===== src/rtl/wrp_pkg.sv =====
package wrp_pkg;

  // Four-character chunk tags, first file byte in the top bits
  localparam logic [31:0] TAG_RIFF = 32'h5249_4646;
  localparam logic [31:0] TAG_WAVE = 32'h5741_5645;
  localparam logic [31:0] TAG_FMT  = 32'h666D_7420;
  localparam logic [31:0] TAG_DATA = 32'h6461_7461;

  // Result status codes
  localparam logic [1:0] ST_OK      = 2'd0;
  localparam logic [1:0] ST_TRUNC   = 2'd1;
  localparam logic [1:0] ST_INVALID = 2'd2;
  localparam logic [1:0] ST_UNSUP   = 2'd3;

  // Only PCM is accepted, and only 16-bit samples
  localparam logic [15:0] FORMAT_PCM  = 16'h0001;
  localparam logic [15:0] PCM_WIDTH   = 16'd16;
  localparam logic [4:0]  SAMPLE_BITS = 5'd16;
  // Bytes of a fmt chunk that carry fields
  localparam logic [4:0]  FMT_BYTES   = 5'd16;

  localparam int unsigned IN_TDATA_W  = 8;
  localparam int unsigned OUT_TDATA_W = 80;

  // One input request
  typedef struct packed {
    logic [7:0] data_byte;
    logic       end_of_stream;
  } wrp_item_t;

  // One result request
  typedef struct packed {
    logic [1:0]  status;
    logic [1:0]  channel_count;
    logic [31:0] frame_rate;
    logic [4:0]  sample_bits;
    logic [31:0] data_length;
  } wrp_result_t;

endpackage


===== src/rtl/wrp_in_reg.sv =====
module wrp_in_reg (
  input  logic              clk,
  input  logic              rst_n,
  input  logic              in_valid,
  output logic              in_ready,
  input  wrp_pkg::wrp_item_t in_item,
  input  logic              advance,
  output logic              q_valid,
  output wrp_pkg::wrp_item_t q_item
);
  import wrp_pkg::*;

  logic      q_valid_r;
  logic      q_valid_nxt;
  wrp_item_t q_item_r;

  // Take a new request when none is held or the held one moves on this cycle
  assign in_ready = !q_valid_r || advance;

  always_comb begin
    q_valid_nxt = q_valid_r;
    if (in_valid && in_ready) begin
      q_valid_nxt = 1'b1;
    end else if (advance) begin
      q_valid_nxt = 1'b0;
    end
  end

  always_ff @(posedge clk) begin
    if (!rst_n) begin
      q_valid_r <= 1'b0;
    end else begin
      q_valid_r <= q_valid_nxt;
    end
  end

  // Payload needs no reset
  always_ff @(posedge clk) begin
    if (in_valid && in_ready) begin
      q_item_r <= in_item;
    end
  end

  assign q_valid = q_valid_r;
  assign q_item  = q_item_r;

endmodule


===== src/rtl/wrp_parser.sv =====
module wrp_parser (
  input  logic                clk,
  input  logic                rst_n,
  input  logic                item_valid,
  input  wrp_pkg::wrp_item_t  item,
  output logic                res_valid,
  output wrp_pkg::wrp_result_t res
);
  import wrp_pkg::*;

  typedef enum logic [4:0] {
    PH_RIFF = 5'b00001,
    PH_HDR  = 5'b00010,
    PH_FMT  = 5'b00100,
    PH_SKIP = 5'b01000,
    PH_DONE = 5'b10000
  } wrp_phase_t;

  // Field bytes held in a fmt chunk of the given length
  function automatic logic [4:0] fmt_len(input logic [31:0] len);
    fmt_len = (len < {27'd0, FMT_BYTES}) ? len[4:0] : FMT_BYTES;
  endfunction

  wrp_phase_t  phase_r,     phase_nxt;
  logic [4:0]  idx_r,       idx_nxt;
  logic [31:0] tag_r,       tag_nxt;
  logic [31:0] len_r,       len_nxt;
  logic [31:0] skip_r,      skip_nxt;
  logic        hok_r,       hok_nxt;
  logic [15:0] format_r,    format_nxt;
  logic [15:0] chan_r,      chan_nxt;
  logic [31:0] rate_r,      rate_nxt;
  logic [15:0] width_r,     width_nxt;
  logic        fmt_seen_r,  fmt_seen_nxt;
  logic        pad_r,       pad_nxt;

  logic [31:0] tag_sh;
  logic [31:0] len_base;
  logic [4:0]  fmtb;
  logic [3:0]  k;

  always_comb begin
    phase_nxt    = phase_r;
    idx_nxt      = idx_r;
    tag_nxt      = tag_r;
    len_nxt      = len_r;
    skip_nxt     = skip_r;
    hok_nxt      = hok_r;
    format_nxt   = format_r;
    chan_nxt     = chan_r;
    rate_nxt     = rate_r;
    width_nxt    = width_r;
    fmt_seen_nxt = fmt_seen_r;
    pad_nxt      = pad_r;
    res_valid    = 1'b0;
    res          = '0;
    tag_sh       = {tag_r[23:0], item.data_byte};
    len_base     = (idx_r == 5'd0) ? 32'd0 : len_r;
    fmtb         = fmt_len(len_r);
    k            = idx_r[3:0];

    if (item_valid) begin
      if (item.end_of_stream) begin
        // End marker: report where the stream stopped, then rearm
        if (phase_r != PH_DONE) begin
          res_valid = 1'b1;
          case (phase_r)
            PH_RIFF, PH_FMT: res.status = ST_TRUNC;
            PH_HDR:          res.status = (idx_r == 5'd0) ? ST_INVALID : ST_TRUNC;
            default:         res.status = ST_INVALID;
          endcase
        end
        phase_nxt    = PH_RIFF;
        idx_nxt      = 5'd0;
        tag_nxt      = 32'd0;
        len_nxt      = 32'd0;
        skip_nxt     = 32'd0;
        hok_nxt      = 1'b1;
        format_nxt   = 16'd0;
        chan_nxt     = 16'd0;
        rate_nxt     = 32'd0;
        width_nxt    = 16'd0;
        fmt_seen_nxt = 1'b0;
        pad_nxt      = 1'b0;
      end else begin
        case (phase_r)
          // 12-byte RIFF/WAVE file header
          PH_RIFF: begin
            tag_nxt = tag_sh;
            if (idx_r == 5'd3 && tag_sh != TAG_RIFF) begin
              hok_nxt = 1'b0;
            end
            if (idx_r == 5'd11) begin
              hok_nxt = hok_nxt && (tag_sh == TAG_WAVE);
              idx_nxt = 5'd0;
              tag_nxt = 32'd0;
              if (!hok_nxt) begin
                res_valid  = 1'b1;
                res.status = ST_INVALID;
                phase_nxt  = PH_DONE;
              end else begin
                phase_nxt = PH_HDR;
              end
            end else begin
              idx_nxt = idx_r + 5'd1;
            end
          end

          // Chunk header: tag, then little-endian length
          PH_HDR: begin
            if (idx_r < 5'd4) begin
              tag_nxt = tag_sh;
              len_nxt = len_base;
            end else begin
              len_nxt = len_r | ({24'd0, item.data_byte} << {idx_r[1:0], 3'b000});
            end
            if (idx_r < 5'd7) begin
              idx_nxt = idx_r + 5'd1;
            end else begin
              idx_nxt = 5'd0;
              if (tag_nxt == TAG_FMT) begin
                format_nxt = 16'd0;
                chan_nxt   = 16'd0;
                rate_nxt   = 32'd0;
                width_nxt  = 16'd0;
                // Empty fmt chunk reads as format zero
                if (fmt_len(len_nxt) == 5'd0) begin
                  res_valid  = 1'b1;
                  res.status = ST_UNSUP;
                  phase_nxt  = PH_DONE;
                end else begin
                  phase_nxt = PH_FMT;
                end
              end else if (tag_nxt == TAG_DATA) begin
                phase_nxt = PH_DONE;
                res_valid = 1'b1;
                if (!fmt_seen_r) begin
                  res.status = ST_INVALID;
                end else if (rate_r == 32'd0 || width_r != PCM_WIDTH ||
                             (chan_r != 16'd1 && chan_r != 16'd2)) begin
                  res.status = ST_UNSUP;
                end else begin
                  res.status        = ST_OK;
                  res.channel_count = chan_r[1:0];
                  res.frame_rate    = rate_r;
                  res.sample_bits   = SAMPLE_BITS;
                  res.data_length   = len_nxt;
                end
              end else begin
                skip_nxt  = len_nxt;
                pad_nxt   = len_nxt[0];
                phase_nxt = (len_nxt == 32'd0) ? PH_HDR : PH_SKIP;
              end
            end
          end

          // fmt chunk field bytes
          PH_FMT: begin
            if (k < 4'd2) begin
              format_nxt = format_r | ({8'd0, item.data_byte} << {k[0], 3'b000});
            end else if (k < 4'd4) begin
              chan_nxt = chan_r | ({8'd0, item.data_byte} << {k[0], 3'b000});
            end else if (k < 4'd8) begin
              rate_nxt = rate_r | ({24'd0, item.data_byte} << {k[1:0], 3'b000});
            end else if (k >= 4'd14) begin
              width_nxt = width_r | ({8'd0, item.data_byte} << {k[0], 3'b000});
            end
            idx_nxt = {1'b0, k} + 5'd1;
            if (idx_nxt >= fmtb) begin
              if (format_nxt != FORMAT_PCM) begin
                res_valid  = 1'b1;
                res.status = ST_UNSUP;
                phase_nxt  = PH_DONE;
              end else begin
                fmt_seen_nxt = 1'b1;
                skip_nxt     = len_r - {27'd0, fmtb};
                pad_nxt      = len_r[0];
                idx_nxt      = 5'd0;
                phase_nxt    = (skip_nxt == 32'd0 && !pad_nxt) ? PH_HDR : PH_SKIP;
              end
            end
          end

          // Skip chunk body, then the pad byte of an odd length
          PH_SKIP: begin
            if (skip_r != 32'd0) begin
              skip_nxt = skip_r - 32'd1;
            end else begin
              pad_nxt = 1'b0;
            end
            idx_nxt   = 5'd0;
            phase_nxt = (skip_nxt == 32'd0 && !pad_nxt) ? PH_HDR : PH_SKIP;
          end

          default: begin
          end
        endcase
      end
    end
  end

  always_ff @(posedge clk) begin
    if (!rst_n) begin
      phase_r    <= PH_RIFF;
      idx_r      <= 5'd0;
      tag_r      <= 32'd0;
      len_r      <= 32'd0;
      skip_r     <= 32'd0;
      hok_r      <= 1'b1;
      format_r   <= 16'd0;
      chan_r     <= 16'd0;
      rate_r     <= 32'd0;
      width_r    <= 16'd0;
      fmt_seen_r <= 1'b0;
      pad_r      <= 1'b0;
    end else begin
      phase_r    <= phase_nxt;
      idx_r      <= idx_nxt;
      tag_r      <= tag_nxt;
      len_r      <= len_nxt;
      skip_r     <= skip_nxt;
      hok_r      <= hok_nxt;
      format_r   <= format_nxt;
      chan_r     <= chan_nxt;
      rate_r     <= rate_nxt;
      width_r    <= width_nxt;
      fmt_seen_r <= fmt_seen_nxt;
      pad_r      <= pad_nxt;
    end
  end

endmodule


===== src/rtl/wrp_out_reg.sv =====
module wrp_out_reg (
  input  logic                 clk,
  input  logic                 rst_n,
  input  logic                 res_valid,
  input  wrp_pkg::wrp_result_t res,
  output logic                 advance,
  output logic                 out_valid,
  input  logic                 out_ready,
  output wrp_pkg::wrp_result_t out_res
);
  import wrp_pkg::*;

  logic        out_valid_r;
  logic        out_valid_nxt;
  wrp_result_t out_res_r;

  // The pipeline moves unless a result sits here untaken
  assign advance = !out_valid_r || out_ready;

  always_comb begin
    out_valid_nxt = out_valid_r;
    if (advance) begin
      out_valid_nxt = res_valid;
    end
  end

  always_ff @(posedge clk) begin
    if (!rst_n) begin
      out_valid_r <= 1'b0;
    end else begin
      out_valid_r <= out_valid_nxt;
    end
  end

  always_ff @(posedge clk) begin
    if (advance && res_valid) begin
      out_res_r <= res;
    end
  end

  assign out_valid = out_valid_r;
  assign out_res   = out_res_r;

endmodule


===== src/rtl/wav_riff_header_parser_core.sv =====
// RIFF/WAVE header parser. Feed the file one byte per request on the in_ channel
// (in_tuser high marks end of stream and carries no byte). The block checks the
// RIFF/WAVE header, walks the chunks, reads the fmt fields and gives at most one
// result per stream: at the data chunk, on a bad or unsupported header, or at
// an early end marker. After a result, bytes are dropped until the end marker,
// which rearms the parser. It takes one byte per cycle unless held back; a byte is
// registered, parsed once the result register can move, and any result it causes
// is registered and shows on out_tvalid. Input is held back only while the output
// register holds a result that out_tready has not taken.
module wav_riff_header_parser_core (
  input  logic                               clk,
  input  logic                               rst_n,
  input  logic                               in_tvalid,
  output logic                               in_tready,
  input  logic [wrp_pkg::IN_TDATA_W-1:0]     in_tdata,  // [7:0] data_byte
  input  logic                               in_tuser,  // [0] end_of_stream
  output logic                               out_tvalid,
  input  logic                               out_tready,
  // [1:0] status, [3:2] channel_count, [35:4] frame_rate,
  // [40:36] sample_bits, [72:41] data_length, [79:73] zero
  output logic [wrp_pkg::OUT_TDATA_W-1:0]    out_tdata
);
  import wrp_pkg::*;

  wrp_item_t   in_item;
  wrp_item_t   q_item;
  logic        q_valid;
  logic        advance;
  logic        res_valid;
  wrp_result_t res;
  wrp_result_t out_res;

  assign in_item.data_byte     = in_tdata;
  assign in_item.end_of_stream = in_tuser;

  // Input register
  wrp_in_reg u_in_reg (
    .clk      (clk),
    .rst_n    (rst_n),
    .in_valid (in_tvalid),
    .in_ready (in_tready),
    .in_item  (in_item),
    .advance  (advance),
    .q_valid  (q_valid),
    .q_item   (q_item)
  );

  // Header state machine
  wrp_parser u_parser (
    .clk        (clk),
    .rst_n      (rst_n),
    .item_valid (q_valid && advance),
    .item       (q_item),
    .res_valid  (res_valid),
    .res        (res)
  );

  // Result register
  wrp_out_reg u_out_reg (
    .clk       (clk),
    .rst_n     (rst_n),
    .res_valid (res_valid),
    .res       (res),
    .advance   (advance),
    .out_valid (out_tvalid),
    .out_ready (out_tready),
    .out_res   (out_res)
  );

  assign out_tdata = {7'd0, out_res.data_length, out_res.sample_bits,
                      out_res.frame_rate, out_res.channel_count, out_res.status};

endmodule


===== config.mk =====
export PLATFORM = sky130hd
export DESIGN_NAME = wav_riff_header_parser_core
export DESIGN_NICKNAME = d
export VERILOG_FILES = /design/src/rtl/wrp_pkg.sv /design/src/rtl/wrp_in_reg.sv /design/src/rtl/wrp_parser.sv /design/src/rtl/wrp_out_reg.sv /design/src/rtl/wav_riff_header_parser_core.sv
export SDC_FILE = /design/constraint.sdc
export NUM_CORES = 1
export LEC_CHECK = 0
export BUFFER_PORTS_ARGS = -buffer_cell sky130_fd_sc_hd__buf_2
export CAP_MARGIN = 20
export CORE_UTILIZATION = 44
export CTS_CLUSTER_DIAMETER = 60
export CTS_CLUSTER_SIZE = 14
export DETAILED_ROUTE_END_ITERATION = 10
export PLACE_DENSITY = 0.63
export SYNTH_ARGS = -nofsm -noshare
export SYNTH_HDL_FRONTEND = slang
export SYNTH_SLANG_ARGS = --single-unit

===== constraint.sdc =====
create_clock -name clk -period 4.8 [get_ports clk]
set_input_delay 0.48 -clock clk [delete_from_list [all_inputs] [get_ports clk]]
set_output_delay 0.48 -clock clk [all_outputs]
set_load 0.02 [all_outputs]

==> flow_metrics.env, run 1 <==
export IMPL_setup_viol=0
export IMPL_yosysMostFrequentCell="nor2_1"
export IMPL_track_usage=0.256
export IMPL_power_switching_mw=1.20
export IMPL_status="finished clean"
export IMPL_finalCritPeriodShare=0.924
export IMPL_grt_overflow=0
export IMPL_yosys_area_top_type="dfxtp_1"
export IMPL_synth_distinct_cells=86
export IMPL_grt_first_pass_wirelength_um=63300
export IMPL_grt_pass1_vias=11200
export IMPL_worstSkewPairLatency_ps=560
export IMPL_powerDensity_nw_per_um2=321
export IMPL_cp_top_family="simple AND/OR/NAND/NOR gates"
export IMPL_syn_inst=1540
export IMPL_internal_power_mw=3.65
export IMPL_routabilityCongestion=0.967
export IMPL_yosys_most_used_dff="dfxtp_1"
export IMPL_viasPerCell=6.15
export IMPL_yosysWarnings=0
export IMPL_criticalPathCategory="flop to flop"
export IMPL_cp_common_cell="a21oi_1"
export IMPL_slew_violations=0
export IMPL_syn_to_final_growth_pct=12.3
export IMPL_die_w_um=177
export IMPL_routed_via_count=12200
export IMPL_p_leak_nw=5.67
export IMPL_worst_ep_arrival_time_ps=4920
export IMPL_synth_edf_count=78
export IMPL_utilization=0.505
export IMPL_crit_fanout=32
export IMPL_cts_buffers=29
export IMPL_synth_top_area_frac=0.284
export IMPL_yosysSeqAreaShare=0.459
export IMPL_tightest_slew_ps=1070
export IMPL_core_sq_um=29900
export IMPL_hold_path_class="input port to flop"
export IMPL_hold_buffers=0
export IMPL_peakVddDrop_mv=0.316
export IMPL_async_flop_share=0
export IMPL_portBuffers=83
export IMPL_cp_cell_sequence="or4_4 > nor4b_4 > nand3_2 > clkinv_2 > and2_1 > ha_1 > nand2b_1 > a21o_1 > a21oi_1 > o21ai_0 > a21oi_1 > a211oi_2 > o21ai_4 > buf_12 > or3_1 > a21oi_1"
export IMPL_cpPeakStageDelay_ps=600
export IMPL_drt_iter0_drc=1218
export IMPL_finalHoldViolations=0
export IMPL_avgSynthCellArea_sq_um=8.73
export IMPL_num_rows=63
export IMPL_rsz0062_at_grt="no"
export IMPL_final_cells=1978
export IMPL_antenna_found_initial=0
export IMPL_drv_cap=0
export IMPL_hpwlAfterDp_um=28400
export IMPL_cts_tree="done"
export IMPL_grt_max_degree=81
export IMPL_root_buffer="clkbuf_16"
export IMPL_fillers=2871
export IMPL_boundaryPins=95
export IMPL_max_slew_margin=0.283
export IMPL_fmax_mhz=226
export IMPL_swShare=0.247
export IMPL_dieArea_sq_um=31300
export IMPL_regToRegSetupSlack_ps=370
export IMPL_path_buf_inv=2
export IMPL_wire_per_inst_um=20.5
export IMPL_yosys_register_bits=269
export IMPL_cts_resized=0
export IMPL_worstPathRequired_ps=5290
export IMPL_power_frac_seq=0.491
export IMPL_die_h_um=177
export IMPL_fin_ws_ps=366
export IMPL_synth_area_leaders="dfxtp_1, edfxtp_1, nor2_1"
export IMPL_placed_cells=1924
export IMPL_drc=0
export IMPL_multi_input_area_sq_um=6700
export IMPL_synthTopCellsByCount="nor2_1, dfxtp_1, clkbuf_1"
export IMPL_max_clock_path_buffers=3
export IMPL_pwr_share_clk=0.457
export IMPL_firstDrtPassIters=5
export IMPL_ant_nets=0
export IMPL_clk_pin_slew_worst_paths_ps=70
export IMPL_routed_wl_um=40600
export IMPL_clock_sinks=269
export IMPL_place_ws_ps=249
export IMPL_skew_ps=19.3
export IMPL_regArea_sq_um=6170
export IMPL_crit_path_end_kind="flop"
export IMPL_setup_tns_ps=0
export IMPL_start_util=0.450
export IMPL_cp_slowest_cell="or4_4"
export IMPL_nNetsFinal=1588
export IMPL_drive_gt1_frac=0.130
export IMPL_syn_cell_area_sq_um=13400
export IMPL_insertedDiodeCount=0
export IMPL_cts_max_level=1
export IMPL_combPwrFrac=0.052
export IMPL_fin_crit_ps=4430
export IMPL_post_cts_setup_buffer_count=0
export IMPL_worstSetupStartpointType="flop"
## placed cells by master, fill, tap and decap left out, drive strengths merged, types with 8 or more instances in the layout
master	instances
nand2b	8
a31oi	67
nor2	237
conb	12
nand2	98
a21oi	108
nor3b	12
clkbuf	39
and2	60
a22o	12
o22ai	12
inv	22
nor4b	11
dfxtp	191
nand3	21
nor2b	17
nor4	45
a32o	8
and3	9
ha	10
or3	38
o211ai	9
nor3	45
xor2	25
nand4	15
o21ai	34
a22oi	60
buf	123
a221oi	8
edfxtp	78
or4	14
xnor2	26
## worst reg2reg max path, stage by stage (launching register included)
cell and delay (ps):
dfxtp_1 390, or4_4 600, nor4b_4 380, nand3_2 130, clkinv_2 180, and2_1 160, ha_1 130, nand2b_1 90
a21o_1 120, a21oi_1 60, o21ai_0 470, a21oi_1 230, a211oi_2 390, o21ai_4 270, buf_12 260, or3_1 350
a21oi_1 160
## state kept, by name, indices dropped and copies added, names as in the netlist, 9 cells and up
name	cells
u_in_reg.q_item	9
u_out_reg.out_res	69
u_parser.len_r	32
u_parser.width_r	16
u_parser.format_r	16
u_parser.chan_r	16
u_parser.tag_r	32
u_parser.rate_r	32
u_parser.skip_r	32
## worst paths after layout
kind | from | end | depth (start not counted)
max | u_parser.len_r[10] | u_parser.skip_r[28] | 16
min | in_tdata[6] | u_in_reg.q_item[7] | 1
max reg2reg | u_parser.len_r[10] | u_parser.skip_r[28] | 16
min reg2reg | u_parser.hok_r | u_parser.hok_r | 1
## metrics by stage
step	power, mW	instance area, sq um	hold slack (ps)
4_1_cts	4.87	15100	74.8
5_1_grt	5.00	15100	78.7
6_report	4.85	15100	90.8
3_3_place_gp	2.68	14200	440
2_1_floorplan	2.59	13500	426
3_5_place_dp	2.68	14200	445
## power groups by stage
stage	Sequential (mW)	Clock (mW)	Combinational (mW)
after global placement	2.43	0	0.246
after floorplan	2.42	0	0.173
after CTS	2.38	2.25	0.248
after detailed placement	2.43	0	0.248
final	2.38	2.21	0.252
after global routing	2.38	2.34	0.272
## cell type report
cell class | count | share of cell area
multi-input combinational | 1127 | 0.444
clock buffer | 39 | 0.0519
tap | 390 | 0.0323
sequential | 269 | 0.408
timing repair buffer | 123 | 0.0499
clock inverter | 15 | 0.0101
inverter | 15 | 0.00381
## routing by layer
layer | global-route usage | vias to the layer above | wire (um)
li1 | - | 5696 | -
met1 | 0.357 | 5832 | 17700
met2 | 0.400 | 530 | 18300
met3 | 0.0296 | 103 | 2840
met4 | 0.113 | 0 | 1710
met5 | 0 | - | 0
## logic make-up (layout without fill, tap and decap cells)
family | after synthesis | in the layout | share of synthesized area
AOI/OAI and AO/OA | 389 | 389 | 0.193
xor gates and xnor gates | 51 | 51 | 0.0332
adders and majority gates | 10 | 10 | 0.00931
buffers and inverters | 155 | 192 | 0.0489
DFF | 269 | 269 | 0.459
muxes | 2 | 2 | 0.00158
other | 1 | 12 | 0.000279
and+or+nand+nor | 663 | 663 | 0.255
No activity file was read; power rests on OpenSTA's default activity.
==> inputs of run 2 (changes only) <==
- MAX_ROUTING_LAYER: not set -> met4
==> flow_metrics.env, run 2 (same netlist as run 1, synthesis figures left out) <==
export IMPL_status="finished clean"
export IMPL_multi_input_area_sq_um=6700
export IMPL_antenna_found_initial=0
export IMPL_routabilityCongestion=0.953
export IMPL_crit_path_end_kind="flop"
export IMPL_viasPerCell=6.17
export IMPL_cts_buffers=27
export IMPL_largest_reg_flops=69
export IMPL_grt_pass1_vias=11200
export IMPL_grt_overflow=0
export IMPL_die_w_um=177
export IMPL_final_cell_mix="nor2_1, dfxtp_1, a21oi_1"
export IMPL_hold_ws_ps=112
export IMPL_ant_nets=0
export IMPL_p_leak_nw=5.60
export IMPL_start_util=0.450
export IMPL_path_buf_inv=2
export IMPL_cp_slowest_cell="o21ai_4"
export IMPL_power_frac_seq=0.509
export IMPL_peakVddDrop_mv=0.296
export IMPL_nNetsFinal=1584
export IMPL_core_sq_um=29900
export IMPL_tightest_slew_ps=1040
export IMPL_worstSkewPairLatency_ps=550
export IMPL_crit_fanout=34
export IMPL_worstSetupStartpointType="flop"
export IMPL_portBuffers=83
export IMPL_wire_per_inst_um=20.7
export IMPL_cts_tree="done"
export IMPL_skew_ps=19.5
export IMPL_power_switching_mw=1.14
export IMPL_power_mw=4.68
export IMPL_fmax_mhz=226
export IMPL_hold_buffers=0
export IMPL_swShare=0.243
export IMPL_root_buffer="clkbuf_16"
export IMPL_setup_viol=0
export IMPL_fillers=2855
export IMPL_slew_violations=0
export IMPL_max_slew_margin=0.307
export IMPL_clk_pin_slew_worst_paths_ps=70
export IMPL_hpwlAfterDp_um=28700
export IMPL_finalHoldViolations=0
export IMPL_powerDensity_nw_per_um2=313
export IMPL_routed_via_count=12200
export IMPL_die_h_um=177
export IMPL_cts_max_level=1
export IMPL_cp_common_cell="a21oi_1"
export IMPL_num_rows=63
export IMPL_drt_iter0_drc=1308
export IMPL_drv_cap=0
export IMPL_cpPeakStageDelay_ps=670
export IMPL_syn_to_final_growth_pct=11.3
export IMPL_max_clock_path_buffers=3
export IMPL_final_common_cell="nor2_1"
export IMPL_criticalPathCategory="flop to flop"
export IMPL_regArea_sq_um=6170
export IMPL_drc=0
export IMPL_firstDrtPassIters=6
export IMPL_worst_ep_arrival_time_ps=4820
export IMPL_drive_gt1_frac=0.123
export IMPL_setup_tns_ps=0
export IMPL_dieArea_sq_um=31300
export IMPL_fin_crit_ps=4420
export IMPL_cp_top_family="compound AO/OA/AOI/OAI gates"
export IMPL_routed_wl_um=40900
export IMPL_boundaryPins=95
export IMPL_rsz0062_at_grt="no"
export IMPL_clock_sinks=269
export IMPL_worstPathRequired_ps=5200
export IMPL_hold_path_class="input port to flop"
export IMPL_grt_first_pass_wirelength_um=63800
export IMPL_pwr_share_clk=0.438
export IMPL_track_usage=0.267
export IMPL_grt_max_degree=81
export IMPL_combPwrFrac=0.054
export IMPL_insertedDiodeCount=0
export IMPL_cp_cell_sequence="or4_4 > nor4b_4 > nand3_2 > clkinv_2 > and2_1 > ha_1 > nand2b_1 > a21o_1 > a21oi_1 > o21ai_0 > a21oi_1 > a211oi_1 > o21ai_4 > buf_12 > or3_1 > a21oi_1"
export IMPL_finalCritPeriodShare=0.921
export IMPL_internal_power_mw=3.54
-- run 2: path summary, 6_finish.rpt --
kind / endpoint / cells past startpoint / slack (ps) / from
max: u_parser.skip_r[24] / 16 / 380 / u_parser.len_r[10]
min: u_in_reg.q_item[3] / 1 / 110 / in_tdata[2]
max reg2reg: u_parser.skip_r[24] / 16 / 380 / u_parser.len_r[10]
min reg2reg: u_parser.hok_r / 1 / 450 / u_parser.hok_r
-- run 2: power by group through the flow --
stage / clock network, mW / logic, mW / registers (mW)
after floorplan: 0 / 0.173 / 2.42
after global placement: 0 / 0.245 / 2.43
after detailed placement: 0 / 0.245 / 2.43
after CTS: 2.08 / 0.246 / 2.38
after global routing: 2.16 / 0.270 / 2.38
final: 2.05 / 0.251 / 2.38
-- run 2: stage by stage --
step	utilization	cells	worst slack [ps]	area [sq um]
2_1_floorplan	-	1551	530	13500
3_3_place_gp	0.473	1922	641	14100
3_5_place_dp	0.473	1922	476	14100
4_1_cts	0.501	1971	461	15000
5_1_grt	0.501	1971	28.1	15000
6_report	0.501	1971	378	15000
-- run 2: routing by layer --
layer	global-route usage	vias up	part of all wire
met5	-	-	0
met4	0.0963	0	0.036
met3	0.0266	95	0.067
met2	0.420	510	0.46
met1	0.356	5881	0.44
li1	-	5676	-
-- run 2: final cells by class --
cell class	instances	area share
multi-input combinational	1127	0.448
clock inverter	11	0.00711
timing repair buffer	121	0.0477
clock buffer	38	0.0486
inverter	15	0.00385
sequential	269	0.412
tap	390	0.0326
-- run 2: timing repair --
item	in CTS	in global routing
gates resized for setup	0	1
setup endpoints to repair	0	16
setup buffers	0	0
